<file path="src/hw/rtl/color_key_run_extractor_defines.svh">
// ---------------------------------------------------------------------------
// Assertion macros for the color key run extractor
// Shared concurrent assertion forms, clocked on clk_i.
// ---------------------------------------------------------------------------
`ifndef COLOR_KEY_RUN_EXTRACTOR_DEFINES_SVH
`define COLOR_KEY_RUN_EXTRACTOR_DEFINES_SVH

// Checked only while out of reset.
`define CKRE_ASSERT(lbl, prop, msg) \
  lbl: assert property (@(posedge clk_i) disable iff (!rst_ni) prop) else $error(msg);

// Checked at every edge, reset included.
`define CKRE_ASSERT_ALWAYS(lbl, prop, msg) \
  lbl: assert property (@(posedge clk_i) prop) else $error(msg);

`endif

</file>
<file path="src/hw/rtl/ckre_pkg.sv">
`timescale 1ns / 1ps
// ---------------------------------------------------------------------------
// ckre_pkg
// Types and constants shared by the color key run extractor modules.
// ---------------------------------------------------------------------------
package ckre_pkg;

  localparam int unsigned PosW     = 13;
  localparam int unsigned ChW      = 8;
  localparam int unsigned CfgDataW = 13;
  localparam int unsigned CfgIdxW  = 3;

  typedef logic [PosW-1:0] pos_t;
  typedef logic [ChW-1:0]  chan_t;

  typedef enum logic [CfgIdxW-1:0] {
    CFG_KEY_RED         = 3'd0,
    CFG_KEY_GREEN       = 3'd1,
    CFG_KEY_BLUE        = 3'd2,
    CFG_TOLERANCE_RED   = 3'd3,
    CFG_TOLERANCE_GREEN = 3'd4,
    CFG_TOLERANCE_BLUE  = 3'd5,
    CFG_FRAME_WIDTH     = 3'd6,
    CFG_FRAME_HEIGHT    = 3'd7
  } cfg_reg_e;

  typedef enum logic {
    KIND_RUN = 1'b0,
    KIND_BOX = 1'b1
  } result_kind_e;

  typedef struct packed {
    chan_t red;
    chan_t green;
    chan_t blue;
  } color_t;

  typedef struct packed {
    result_kind_e kind;
    pos_t         x_low;
    pos_t         x_high;
    pos_t         y_low;
    pos_t         y_high;
    logic         last;
  } result_t;

  // Up to two results produced by one pixel, in delivery order.
  typedef struct packed {
    logic [1:0] count;
    result_t    first;
    result_t    second;
  } scan_out_t;

endpackage

</file>
<file path="src/hw/rtl/ckre_classify.sv">
`timescale 1ns / 1ps
// ---------------------------------------------------------------------------
// ckre_classify
// Decides whether a pixel falls inside the clamped key color window.
// ---------------------------------------------------------------------------
module ckre_classify (
  input  ckre_pkg::color_t pixel_i,
  input  ckre_pkg::color_t key_i,
  input  ckre_pkg::color_t tol_i,
  output logic             transparent_o
);

  function automatic logic in_window(input ckre_pkg::chan_t v,
                                     input ckre_pkg::chan_t key,
                                     input ckre_pkg::chan_t tol);
    logic [ckre_pkg::ChW:0]   hi_sum;
    ckre_pkg::chan_t          lo;
    ckre_pkg::chan_t          hi;
    hi_sum = {1'b0, key} + {1'b0, tol};
    lo     = (key > tol) ? key - tol : '0;
    hi     = hi_sum[ckre_pkg::ChW] ? '1 : hi_sum[ckre_pkg::ChW-1:0];
    return (v >= lo) && (v <= hi);
  endfunction

  assign transparent_o = in_window(pixel_i.red,   key_i.red,   tol_i.red)   &&
                         in_window(pixel_i.green, key_i.green, tol_i.green) &&
                         in_window(pixel_i.blue,  key_i.blue,  tol_i.blue);

endmodule

</file>
<file path="src/hw/rtl/ckre_scan.sv">
`timescale 1ns / 1ps
// ---------------------------------------------------------------------------
// ckre_scan
// Raster position, run tracking and bounding box; builds the results of
// one pixel.
// ---------------------------------------------------------------------------
`include "color_key_run_extractor_defines.svh"

module ckre_scan #(
  parameter logic [12:0] BOUND_MAX = 13'd4096
) (
  input  logic                 clk_i,
  input  logic                 rst_ni,
  input  logic                 step_i,
  input  logic                 transparent_i,
  input  ckre_pkg::pos_t       frame_width_i,
  input  ckre_pkg::pos_t       frame_height_i,
  output ckre_pkg::scan_out_t  res_o
);

  ckre_pkg::pos_t col_q, col_d, row_q, row_d, start_q, start_d;
  logic           active_q, active_d;
  ckre_pkg::pos_t left_q, left_d, top_q, top_d, right_q, right_d, bottom_q, bottom_d;

  logic [ckre_pkg::PosW:0] col_inc, row_inc;
  ckre_pkg::pos_t          next_col, next_row;
  logic                    row_end, frame_end;
  logic                    emit;
  ckre_pkg::pos_t          run_x0, run_x1;
  ckre_pkg::pos_t          left_n, top_n, right_n, bottom_n;
  ckre_pkg::result_t       run_res, box_res;

  assign col_inc   = {1'b0, col_q} + 14'd1;
  assign row_inc   = {1'b0, row_q} + 14'd1;
  assign next_col  = col_inc[ckre_pkg::PosW-1:0];
  assign next_row  = row_inc[ckre_pkg::PosW-1:0];
  assign row_end   = col_inc >= {1'b0, frame_width_i};
  assign frame_end = row_end && (row_inc >= {1'b0, frame_height_i});

  // A transparent pixel closes an open run before itself; an opaque pixel
  // at the row end closes the run including itself.
  always_comb begin
    if (transparent_i) begin
      emit   = active_q;
      run_x0 = start_q;
      run_x1 = col_q;
    end else begin
      emit   = row_end;
      run_x0 = active_q ? start_q : col_q;
      run_x1 = next_col;
    end
  end

  assign left_n   = (emit && run_x0 < left_q)     ? run_x0   : left_q;
  assign top_n    = (emit && row_q < top_q)       ? row_q    : top_q;
  assign right_n  = (emit && run_x1 > right_q)    ? run_x1   : right_q;
  assign bottom_n = (emit && next_row > bottom_q) ? next_row : bottom_q;

  always_comb begin
    run_res.kind   = ckre_pkg::KIND_RUN;
    run_res.x_low  = run_x0;
    run_res.x_high = run_x1;
    run_res.y_low  = row_q;
    run_res.y_high = next_row;
    run_res.last   = !frame_end;

    box_res.kind   = ckre_pkg::KIND_BOX;
    box_res.x_low  = left_n;
    box_res.x_high = right_n;
    box_res.y_low  = top_n;
    box_res.y_high = bottom_n;
    box_res.last   = 1'b1;

    if (emit) begin
      res_o.first  = run_res;
      res_o.second = box_res;
      res_o.count  = frame_end ? 2'd2 : 2'd1;
    end else begin
      res_o.first  = box_res;
      res_o.second = box_res;
      res_o.count  = frame_end ? 2'd1 : 2'd0;
    end
  end

  always_comb begin
    col_d    = col_q;
    row_d    = row_q;
    start_d  = start_q;
    active_d = active_q;
    left_d   = left_q;
    top_d    = top_q;
    right_d  = right_q;
    bottom_d = bottom_q;
    if (step_i) begin
      if (!transparent_i && !active_q) begin
        start_d = col_q;
      end
      active_d = !transparent_i && !row_end;
      col_d    = row_end ? '0 : next_col;
      if (frame_end) begin
        row_d    = '0;
        left_d   = BOUND_MAX;
        top_d    = BOUND_MAX;
        right_d  = '0;
        bottom_d = '0;
      end else begin
        row_d    = row_end ? next_row : row_q;
        left_d   = left_n;
        top_d    = top_n;
        right_d  = right_n;
        bottom_d = bottom_n;
      end
    end
  end

  always_ff @(posedge clk_i or negedge rst_ni) begin
    if (!rst_ni) begin
      col_q    <= '0;
      row_q    <= '0;
      start_q  <= '0;
      active_q <= 1'b0;
      left_q   <= BOUND_MAX;
      top_q    <= BOUND_MAX;
      right_q  <= '0;
      bottom_q <= '0;
    end else begin
      col_q    <= col_d;
      row_q    <= row_d;
      start_q  <= start_d;
      active_q <= active_d;
      left_q   <= left_d;
      top_q    <= top_d;
      right_q  <= right_d;
      bottom_q <= bottom_d;
    end
  end

  `CKRE_ASSERT(a_box_comes_last, res_o.count == 2'd2 |-> res_o.first.kind == ckre_pkg::KIND_RUN && res_o.second.kind == ckre_pkg::KIND_BOX, "two results must be a run followed by the box")
  `CKRE_ASSERT(a_bounds_clear_after_frame, step_i && frame_end |=> left_q == BOUND_MAX && right_q == '0 && bottom_q == '0, "bounding box not cleared after frame end")

endmodule

</file>
<file path="src/hw/rtl/ckre_out_fifo.sv">
`timescale 1ns / 1ps
// ---------------------------------------------------------------------------
// ckre_out_fifo
// Small result queue that takes up to two results per cycle while it has
// room and delivers one per cycle while out_stall_i is low.
// ---------------------------------------------------------------------------
`include "color_key_run_extractor_defines.svh"

module ckre_out_fifo (
  input  logic                clk_i,
  input  logic                rst_ni,
  input  logic                push_i,
  input  ckre_pkg::scan_out_t push_data_i,
  output logic                space_o,
  output logic                out_valid_o,
  input  logic                out_stall_i,
  output ckre_pkg::result_t   out_data_o
);

  localparam int unsigned Depth = 4;
  localparam int unsigned PtrW  = $clog2(Depth);
  localparam int unsigned CntW  = $clog2(Depth + 1);

  ckre_pkg::result_t mem_q [Depth];
  logic [PtrW-1:0]   wr_ptr_q, wr_ptr_d, rd_ptr_q, rd_ptr_d;
  logic [CntW-1:0]   count_q, count_d;
  logic [1:0]        push_n;
  logic              pop;

  assign push_n      = push_i ? push_data_i.count : 2'd0;
  assign pop         = out_valid_o && !out_stall_i;
  assign out_valid_o = count_q != '0;
  assign out_data_o  = mem_q[rd_ptr_q];
  // Room is judged without the pop of this cycle, so a full pair always fits.
  assign space_o     = count_q <= CntW'(Depth - 2);

  assign wr_ptr_d = wr_ptr_q + PtrW'(push_n);
  assign rd_ptr_d = rd_ptr_q + PtrW'(pop);
  assign count_d  = count_q + CntW'(push_n) - CntW'(pop);

  always_ff @(posedge clk_i) begin
    if (push_n != 2'd0) begin
      mem_q[wr_ptr_q] <= push_data_i.first;
    end
    if (push_n == 2'd2) begin
      mem_q[wr_ptr_q + PtrW'(1)] <= push_data_i.second;
    end
  end

  always_ff @(posedge clk_i or negedge rst_ni) begin
    if (!rst_ni) begin
      wr_ptr_q <= '0;
      rd_ptr_q <= '0;
      count_q  <= '0;
    end else begin
      wr_ptr_q <= wr_ptr_d;
      rd_ptr_q <= rd_ptr_d;
      count_q  <= count_d;
    end
  end

  `CKRE_ASSERT(a_push_has_room, push_n != 2'd0 |-> count_q <= CntW'(Depth - 2), "result queue pushed without room")
  `CKRE_ASSERT_ALWAYS(a_count_bounded, !rst_ni || count_q <= CntW'(Depth), "result queue count out of range")

endmodule

</file>
<file path="src/hw/rtl/color_key_run_extractor.sv">
`timescale 1ns / 1ps
// ---------------------------------------------------------------------------
// color_key_run_extractor
// Splits a color-keyed RGB frame into opaque horizontal runs and reports the
// frame's bounding box.
// ---------------------------------------------------------------------------
// The block accepts one pixel per clock in raster order while in_stall_o is
// low and returns one run rectangle for every maximal horizontal run of
// non-key pixels in a row, followed after the last pixel of the frame by the
// bounding box of all runs (left and top at the maximum, right and bottom at
// zero for an empty frame). An accepted pixel is classified in the input
// register and scanned once the result queue has room. The output port
// delivers one result per clock from a four-entry queue while out_stall_i is
// low, so the sustained rate is one pixel per clock; a pixel that closes a
// run and the frame together yields two results. The user must write
// configuration through cfg_we_i, cfg_index_i and cfg_data_i while no item
// is in flight; the block itself does not enforce it.
// ---------------------------------------------------------------------------
`include "color_key_run_extractor_defines.svh"

module color_key_run_extractor #(
  parameter int unsigned MAX_DIMENSION = 4096
) (
  input  logic                              clk_i,
  input  logic                              rst_ni,

  input  logic                              cfg_we_i,
  input  logic [ckre_pkg::CfgIdxW-1:0]      cfg_index_i,
  input  logic [ckre_pkg::CfgDataW-1:0]     cfg_data_i,

  input  logic                              in_valid_i,
  output logic                              in_stall_o,
  input  ckre_pkg::chan_t                   pixel_red_i,
  input  ckre_pkg::chan_t                   pixel_green_i,
  input  ckre_pkg::chan_t                   pixel_blue_i,

  output logic                              out_valid_o,
  input  logic                              out_stall_i,
  output logic                              result_kind_o,
  output ckre_pkg::pos_t                    x_low_o,
  output ckre_pkg::pos_t                    x_high_o,
  output ckre_pkg::pos_t                    y_low_o,
  output ckre_pkg::pos_t                    y_high_o,
  output logic                              last_of_item_o
);

  localparam int unsigned BoundMaxInt = (MAX_DIMENSION > 8191) ? 8191 : MAX_DIMENSION;
  localparam logic [12:0] BoundMax    = 13'(BoundMaxInt);

  ckre_pkg::color_t    key_q, tol_q;
  ckre_pkg::pos_t      width_q, height_q;
  ckre_pkg::color_t    pixel_q;
  logic                in_valid_q;
  logic                load, fire, space, transparent;
  ckre_pkg::scan_out_t scan_res;
  ckre_pkg::result_t   out_data;

  // Configuration registers.
  always_ff @(posedge clk_i or negedge rst_ni) begin
    if (!rst_ni) begin
      key_q    <= '0;
      tol_q    <= '0;
      width_q  <= 13'd640;
      height_q <= 13'd480;
    end else if (cfg_we_i) begin
      unique case (ckre_pkg::cfg_reg_e'(cfg_index_i))
        ckre_pkg::CFG_KEY_RED:         key_q.red   <= cfg_data_i[ckre_pkg::ChW-1:0];
        ckre_pkg::CFG_KEY_GREEN:       key_q.green <= cfg_data_i[ckre_pkg::ChW-1:0];
        ckre_pkg::CFG_KEY_BLUE:        key_q.blue  <= cfg_data_i[ckre_pkg::ChW-1:0];
        ckre_pkg::CFG_TOLERANCE_RED:   tol_q.red   <= cfg_data_i[ckre_pkg::ChW-1:0];
        ckre_pkg::CFG_TOLERANCE_GREEN: tol_q.green <= cfg_data_i[ckre_pkg::ChW-1:0];
        ckre_pkg::CFG_TOLERANCE_BLUE:  tol_q.blue  <= cfg_data_i[ckre_pkg::ChW-1:0];
        ckre_pkg::CFG_FRAME_WIDTH:     width_q     <= cfg_data_i;
        ckre_pkg::CFG_FRAME_HEIGHT:    height_q    <= cfg_data_i;
        default: ;
      endcase
    end
  end

  // Input register: a held item is scanned once the result queue has room.
  assign fire       = in_valid_q && space;
  assign in_stall_o = in_valid_q && !fire;
  assign load       = in_valid_i && !in_stall_o;

  always_ff @(posedge clk_i or negedge rst_ni) begin
    if (!rst_ni) begin
      in_valid_q <= 1'b0;
    end else begin
      in_valid_q <= load || (in_valid_q && !fire);
    end
  end

  always_ff @(posedge clk_i) begin
    if (load) begin
      pixel_q.red   <= pixel_red_i;
      pixel_q.green <= pixel_green_i;
      pixel_q.blue  <= pixel_blue_i;
    end
  end

  ckre_classify u_classify (
    .pixel_i       (pixel_q),
    .key_i         (key_q),
    .tol_i         (tol_q),
    .transparent_o (transparent)
  );

  ckre_scan #(
    .BOUND_MAX (BoundMax)
  ) u_scan (
    .clk_i          (clk_i),
    .rst_ni         (rst_ni),
    .step_i         (fire),
    .transparent_i  (transparent),
    .frame_width_i  (width_q),
    .frame_height_i (height_q),
    .res_o          (scan_res)
  );

  ckre_out_fifo u_out_fifo (
    .clk_i       (clk_i),
    .rst_ni      (rst_ni),
    .push_i      (fire),
    .push_data_i (scan_res),
    .space_o     (space),
    .out_valid_o (out_valid_o),
    .out_stall_i (out_stall_i),
    .out_data_o  (out_data)
  );

  assign result_kind_o  = out_data.kind;
  assign x_low_o        = out_data.x_low;
  assign x_high_o       = out_data.x_high;
  assign y_low_o        = out_data.y_low;
  assign y_high_o       = out_data.y_high;
  assign last_of_item_o = out_data.last;

  `CKRE_ASSERT(a_held_item_kept, in_valid_q && !fire |=> in_valid_q && $stable(pixel_q), "held item lost before it was scanned")

endmodule
</file>
<file path="config.mk">
export PLATFORM = sky130hd
export DESIGN_NAME = color_key_run_extractor
export DESIGN_NICKNAME = d
export VERILOG_FILES = /design/src/hw/rtl/ckre_pkg.sv /design/src/hw/rtl/ckre_classify.sv /design/src/hw/rtl/ckre_scan.sv /design/src/hw/rtl/ckre_out_fifo.sv /design/src/hw/rtl/color_key_run_extractor.sv
export VERILOG_INCLUDE_DIRS = /design/src /design/src/hw/rtl
export SDC_FILE = /design/constraint.sdc
export NUM_CORES = 1
export LEC_CHECK = 0
export BUFFER_PORTS_ARGS = -buffer_cell sky130_fd_sc_hd__buf_2
export CAP_MARGIN = 10
export CORE_ASPECT_RATIO = 1.1
export CORE_MARGIN = 2
export CORE_UTILIZATION = 55
export DETAILED_ROUTE_END_ITERATION = 16
export PLACE_DENSITY = 0.78
export RECOVER_POWER = 25
export REMOVE_ABC_BUFFERS = 1
export SLEW_MARGIN = 0
export SYNTH_ARGS = -nofsm -noshare
export SYNTH_HDL_FRONTEND = slang
export SYNTH_SLANG_ARGS = --single-unit
export TNS_END_PERCENT = 10
</file>
<file path="constraint.sdc">
create_clock -name clk_i -period 13.72 [get_ports clk_i]
set_input_delay 3.43 -clock clk_i [delete_from_list [all_inputs] [get_ports clk_i]]
set_output_delay 3.43 -clock clk_i [all_outputs]
set_load 0.05 [all_outputs]
</file>
======== Word level (Yosys, flattened, before mapping) ========
Memories as Yosys holds them, arrays and structs flattened.
Index checks and enable logic that the tools add are counted.
word-level totals
  register bits ........................... 198
  memory bits (writable) .................. 216
  input bits .............................. 45
  output and inout bits ................... 56
  logic and storage cells ................. 128
  memories ................................ 1
memories
  memory            words  width  rd ports  clocked after memory_dff  write ports  line                 text
  u_out_fifo.mem_q  4      54     1         0                         2            ckre_out_fifo.sv:24  ckre_pkg::result_t mem_q [Depth];
cells by class
  add/subtract/negate cells ............... 13
  order comparisons ....................... 16
  eq/ne operators ......................... 8
  multiplexer cells ....................... 29
  reductions and logical operators ........ 38
operators with widths
  operator                                              number
  2-to-1 mux 13 bit                                     14
  2-to-1 mux 110 bit                                    1
  2-to-1 mux 8 bit                                      6
  adder 13 x 1 -> 14 bit (second input constant)        2
  >= comparator 14 x 13 -> 1 bit                        2
  adder 8 x 8 -> 9 bit                                  3
  greater-than comparator 13 bit                        2
  < comparator 13 bit                                   2
  >= comparator 8 bit                                   3
  greater-than comparator 8 bit                         3
  <= comparator 8 bit                                   3
  subtractor 8 bit                                      3
  AND reduction 2 bit                                   10
  logical AND 1 bit                                     16
  == test 3 bit (second input constant)                 4
  logical NOT 1 bit                                     7
  == test 3 x 2 -> 1 bit (second input constant)        2
  2-to-1 mux 1 bit                                      6
  2-to-1 mux 2 bit                                      2
  nonzero test 2 bit                                    2
  adder 3 x 2 -> 3 bit                                  1
  == test 3 x 1 -> 1 bit (second input constant)        1
  <= comparator 3 x 2 -> 1 bit (second input constant)  1
  logical NOT 3 bit                                     1
  7 further kinds                                       7

======== Logic depth before layout (Yosys ltp) ========
  word-level depth ........................ 15
  mapped depth ............................ 33

======== Hierarchy ========
Synthesis repeated with hierarchy kept, for this count alone.
unflattened totals
  cells, all modules ...................... 2111
  area, all modules ....................... 25909.8 um2
modules (own cells, without submodules)
  module                   times used  cells an instance  area an instance (um2)  seq. area each (um2)
  ckre_out_fifo            1           568                10974.3                 6661.4
  ckre_scan                1           909                8049.0                  2304.7
  color_key_run_extractor  1           195                3627.2                  2605.0
  ckre_classify            1           439                3259.4                  0.0

======== Worst setup path before layout ========
No wires, ideal clock.
  path kind ............................... register to register
  from .................................... register key_q[0] in the netlist's numbering
  to ...................................... memory u_out_fifo.mem_q[1][19] in the netlist's numbering, data pin
  data arrival time ....................... 6916 ps
  slack ................................... 6548 ps
  stages on the path, launching flop included .. 31
  period minus slack after synthesis ...... 7172 ps
  cell sequence ........................... dfrtp_1 > inv_1 > ha_1 > inv_1 > fa_1 > a21o_1 > a21oi_1 > o21ai_0 > a21oi_1 > nor2b_1 > o21a_1 > o22a_1 > nand2_1 > ha_1 > and3_1 > a221o_1 > a41oi_1 > nor3_1 > and4_1 > a21o_1 > inv_2 > buf_4 > buf_2 > ha_1 > clkbuf_1 > o21ai_1 > or2_2 > nand2_1 > a32o_1 > clkbuf_1 > a22o_1
RTL lines
  item                line                           text
  start: declaration  color_key_run_extractor.sv:50  ckre_pkg::color_t key_q, tol_q;
  end: declaration    ckre_out_fifo.sv:24

==> metrics.yaml <==
rsz0062_at_grt: "false"
dr.pass1.iters: 6
power_leakage_nw: 10.87
peakVddDrop_uv: 116.4
path_class: "reg -> reg"
ys_ff_latch: 414
cts.clk_slew.worst_paths_ns: 0.06
synth_edf_count: 232
wirelength_um: 65410
max_freq_ghz: 0.1152
final_nets: 2571
synth_seq_area_share_pct: 45.28
power_mw: 4.863
drt_iter0_markers: 1945
cts_sinks: 414
synth.distinct_cells: 77
clock_latency_ns: 0.60
p_sw_mw: 1.973
grt_pass1_wl_um: 105000
ant_nets: 0
period_needed_ns: 8.681
use_met2_pct: 46.69
post-route-util_pct: 60.82
rows: 82
globalplace.congestion: 0.9210
cts_setup_buffers: 0
cp_data_required_time_ns: 14.17
sequentialPowerShare_pct: 33.2
track_usage_pct: 27.36
p_per_area_nw_per_um2: 175.5
tightest_slew_ns: 5.582
dieHeight_um: 229.3
postCtsHoldBufs: 0
combPwrFrac_pct: 41.3
grt_pass1_vias: 19850
antenna_found_initial: 3
status: "finished with violations"
cts_resized: 0
initial_utilization_pct: 55.71
skew_ns: 0.03438
final_cell_mix: "edfxtp_1 (232), nand2_1 (201), inv_1 (188), ha_1 (180), dfrtp_1 (164)"
diodes: 0
path_buf_inv: 4
drv_cap: 4
worst_hold_path_type: "reg -> reg"
maxSlewHeadroom_pct: -272.1
place.port_buffers: 100
synth_top_cells_by_area: "edfxtp_1 (27%), dfrtp_1 (16%), ha_1 (8.9%)"
grt_most_used_layer: "met2"
dieArea_um2: 47880
htreeDepth: 2
avgSynthCellArea_um2: 10.89
hpwl_um: 44000
cpPeakStageDelay_ns: 0.64
fillCellCount: 3678
drive_above_1_share_pct: 16.46
synth_ff_type: "edfxtp_1"
syn_inst: 2330
critPathTopFamily: "compound AO/OA/AOI/OAI gates"
critPathSlowestCell: "a21o_4"
fp.dieW_um: 208.8
worst_setup_path_end_kind: "flip-flop"
holdWs_ns: 0.4657
use_met3_pct: 4.977
drv_slew: 137
violations: "max-capacitance violations, max-slew violations"
tritoncts: "yes"
setup_violations: 0
grt_overflow_total: 0
area_delta_synth_final_pct: 9.165
cts_buffer_depth: 3
coreArea_um2: 45550
use_met1_pct: 34.83
arrival_ns: 9.13
vias_per_cell: 6.603
cts-root-buf: "clkbuf_16"
cpMostUsedCell: "ha_1"
netlist_area_um2: 25380
layout_commonest_cell: "edfxtp_1"
grt_max_degree: 96
synth_top_cell_area_share_pct: 27.45
fin_tns_setup_ns: 0
pwr-share-clk_pct: 25.5
synth_top_area_cell: "edfxtp_1"
boundaryPins: 101
numCtsBuffers: 45
synthArstFlopShare_pct: 42.03
internal-power_mw: 2.890
final_hold_viol_count: 0
vias: 19570
route.detailed.drc: 0
fin_crit_sh_pct: 63.27
swShare_pct: 40.58
ys_warn_count: 0
startpoint_type: "flip-flop"
wire_per_inst_um: 22.07
path_max_fanout: 73
-- final timing paths --
check,start,endpoint,slack (ns),depth (start not counted)
min in group asynchronous,rst_ni,key_q[9]$_DFFE_PN0P_,4.91,1
hold reg to reg,u_out_fifo.rd_ptr_q[1]$_DFF_PN0_,u_out_fifo.rd_ptr_q[1]$_DFF_PN0_,0.47,1
setup / recovery,key_q[0]$_DFFE_PN0P_,u_out_fifo.mem_q[1][21]$_DFFE_PP_,5.04,27
max in group asynchronous,rst_ni,u_out_fifo.rd_ptr_q[0]$_DFF_PN0_,5.52,2
hold / removal,u_out_fifo.rd_ptr_q[1]$_DFF_PN0_,u_out_fifo.rd_ptr_q[1]$_DFF_PN0_,0.47,1
setup reg to reg,key_q[0]$_DFFE_PN0P_,u_out_fifo.mem_q[1][21]$_DFFE_PP_,5.04,27
-- power by group through the flow --
stage                     clock network (mW)  logic, mW  registers (mW)
final                                   1.24       2.01            1.61
after floorplan                            0       1.43            1.63
after detailed placement                   0       1.99            1.64
after global routing                    1.31       2.18            1.64
after CTS                               1.26       2.00            1.61
after global placement                     0       1.93            1.62
-- kinds of logic (layout without fill, tap and decap cells) --
kind of cell	Yosys count	after routing	synth area share (%)
flip-flops	414	414	45.28
XOR/XNOR	49	49	1.691
adder cells (fa/ha/maj)	187	187	9.427
AO/OA/AOI/OAI	598	598	17.90
multiplexers	142	142	8.628
AND/OR/NAND/NOR	564	564	11.04
buffers and inverters	376	422	6.035
-- worst reg2reg max path, stage by stage, from the launching register on --
cell     delay [ns]
dfrtp_1        0.38
inv_1          0.08
ha_1           0.17
inv_1          0.06
fa_1           0.40
a21o_1         0.17
a21oi_1        0.21
o21ai_0        0.10
a21oi_1        0.22
nor2b_1        0.07
o21a_1         0.17
o22a_1         0.28
and2_1         0.20
ha_1           0.27
nor2b_1        0.04
o21ai_0        0.17
a41oi_1        0.22
nor3_1         0.47
and4_1         0.60
a21o_4         0.64
inv_2          0.45
ha_1           0.63
o21ai_1        0.29
or2_2          0.45
nand2_2        0.29
buf_4          0.64
a32o_1         0.65
a22o_1         0.25
-- through the flow --
stage          instance area, um^2  worst slack, ns  instances
5_1_grt                      27700            4.453       2964
2_1_floorplan                24570            3.197       2146
3_3_place_gp                 26180            5.427       2876
4_1_cts                      27710            5.092       2961
6_report                     27700            5.039       2964
3_5_place_dp                 26190            5.136       2877
-- routing by layer --
layer	vias to the layer above	part of all wire, %
li1	8836	-
met1	9591	39
met2	952	49
met3	187	8.2
met4	6	3.1
met5	-	0.058
-- cell usage after synthesis (18+ instances only) --
cell       count
clkbuf_1     125
nand2_1      202
a21o_1        21
a21oi_1       78
nor2_1        56
xor2_1        23
a22o_1        52
buf_2         33
o21ai_0       87
a211oi_1      26
edfxtp_1     232
mux4_2        54
nand2b_1      31
o2bb2ai_1     66
inv_1        191
dfrtp_1      166
o211ai_1      26
o221ai_1     120
xnor2_1       26
nor3_1        18
mux2_2        74
nand4_1       24
ha_1         180
nand3_1      130
-- state kept, by name, summed over array words and instances (netlist names) --
signal	flops
pixel_q	24
u_scan.row_q	13
u_scan.left_q	13
tol_q	24
u_out_fifo.mem_q	216
u_scan.col_q	13
key_q	24
u_out_fifo.count_q	3
u_scan.active_q	1
u_scan.top_q	13
u_scan.bottom_q	13
u_scan.right_q	13
u_out_fifo.rd_ptr_q	2
u_scan.start_q	13
u_out_fifo.wr_ptr_q	2
width_q	13
in_valid_q	1
height_q	13
-- layout make-up --
cell class	instances	area, um^2	share of cell area, %
tap	588	735.7	2.656
sequential	414	11500	41.50
inverter	192	720.7	2.601
timing repair buffer	146	829.5	2.994
clock inverter	19	203.9	0.7362
multi-input combinational	1540	12400	44.77
clock buffer	65	1315	4.747
(Power assumes the default switching activity.)
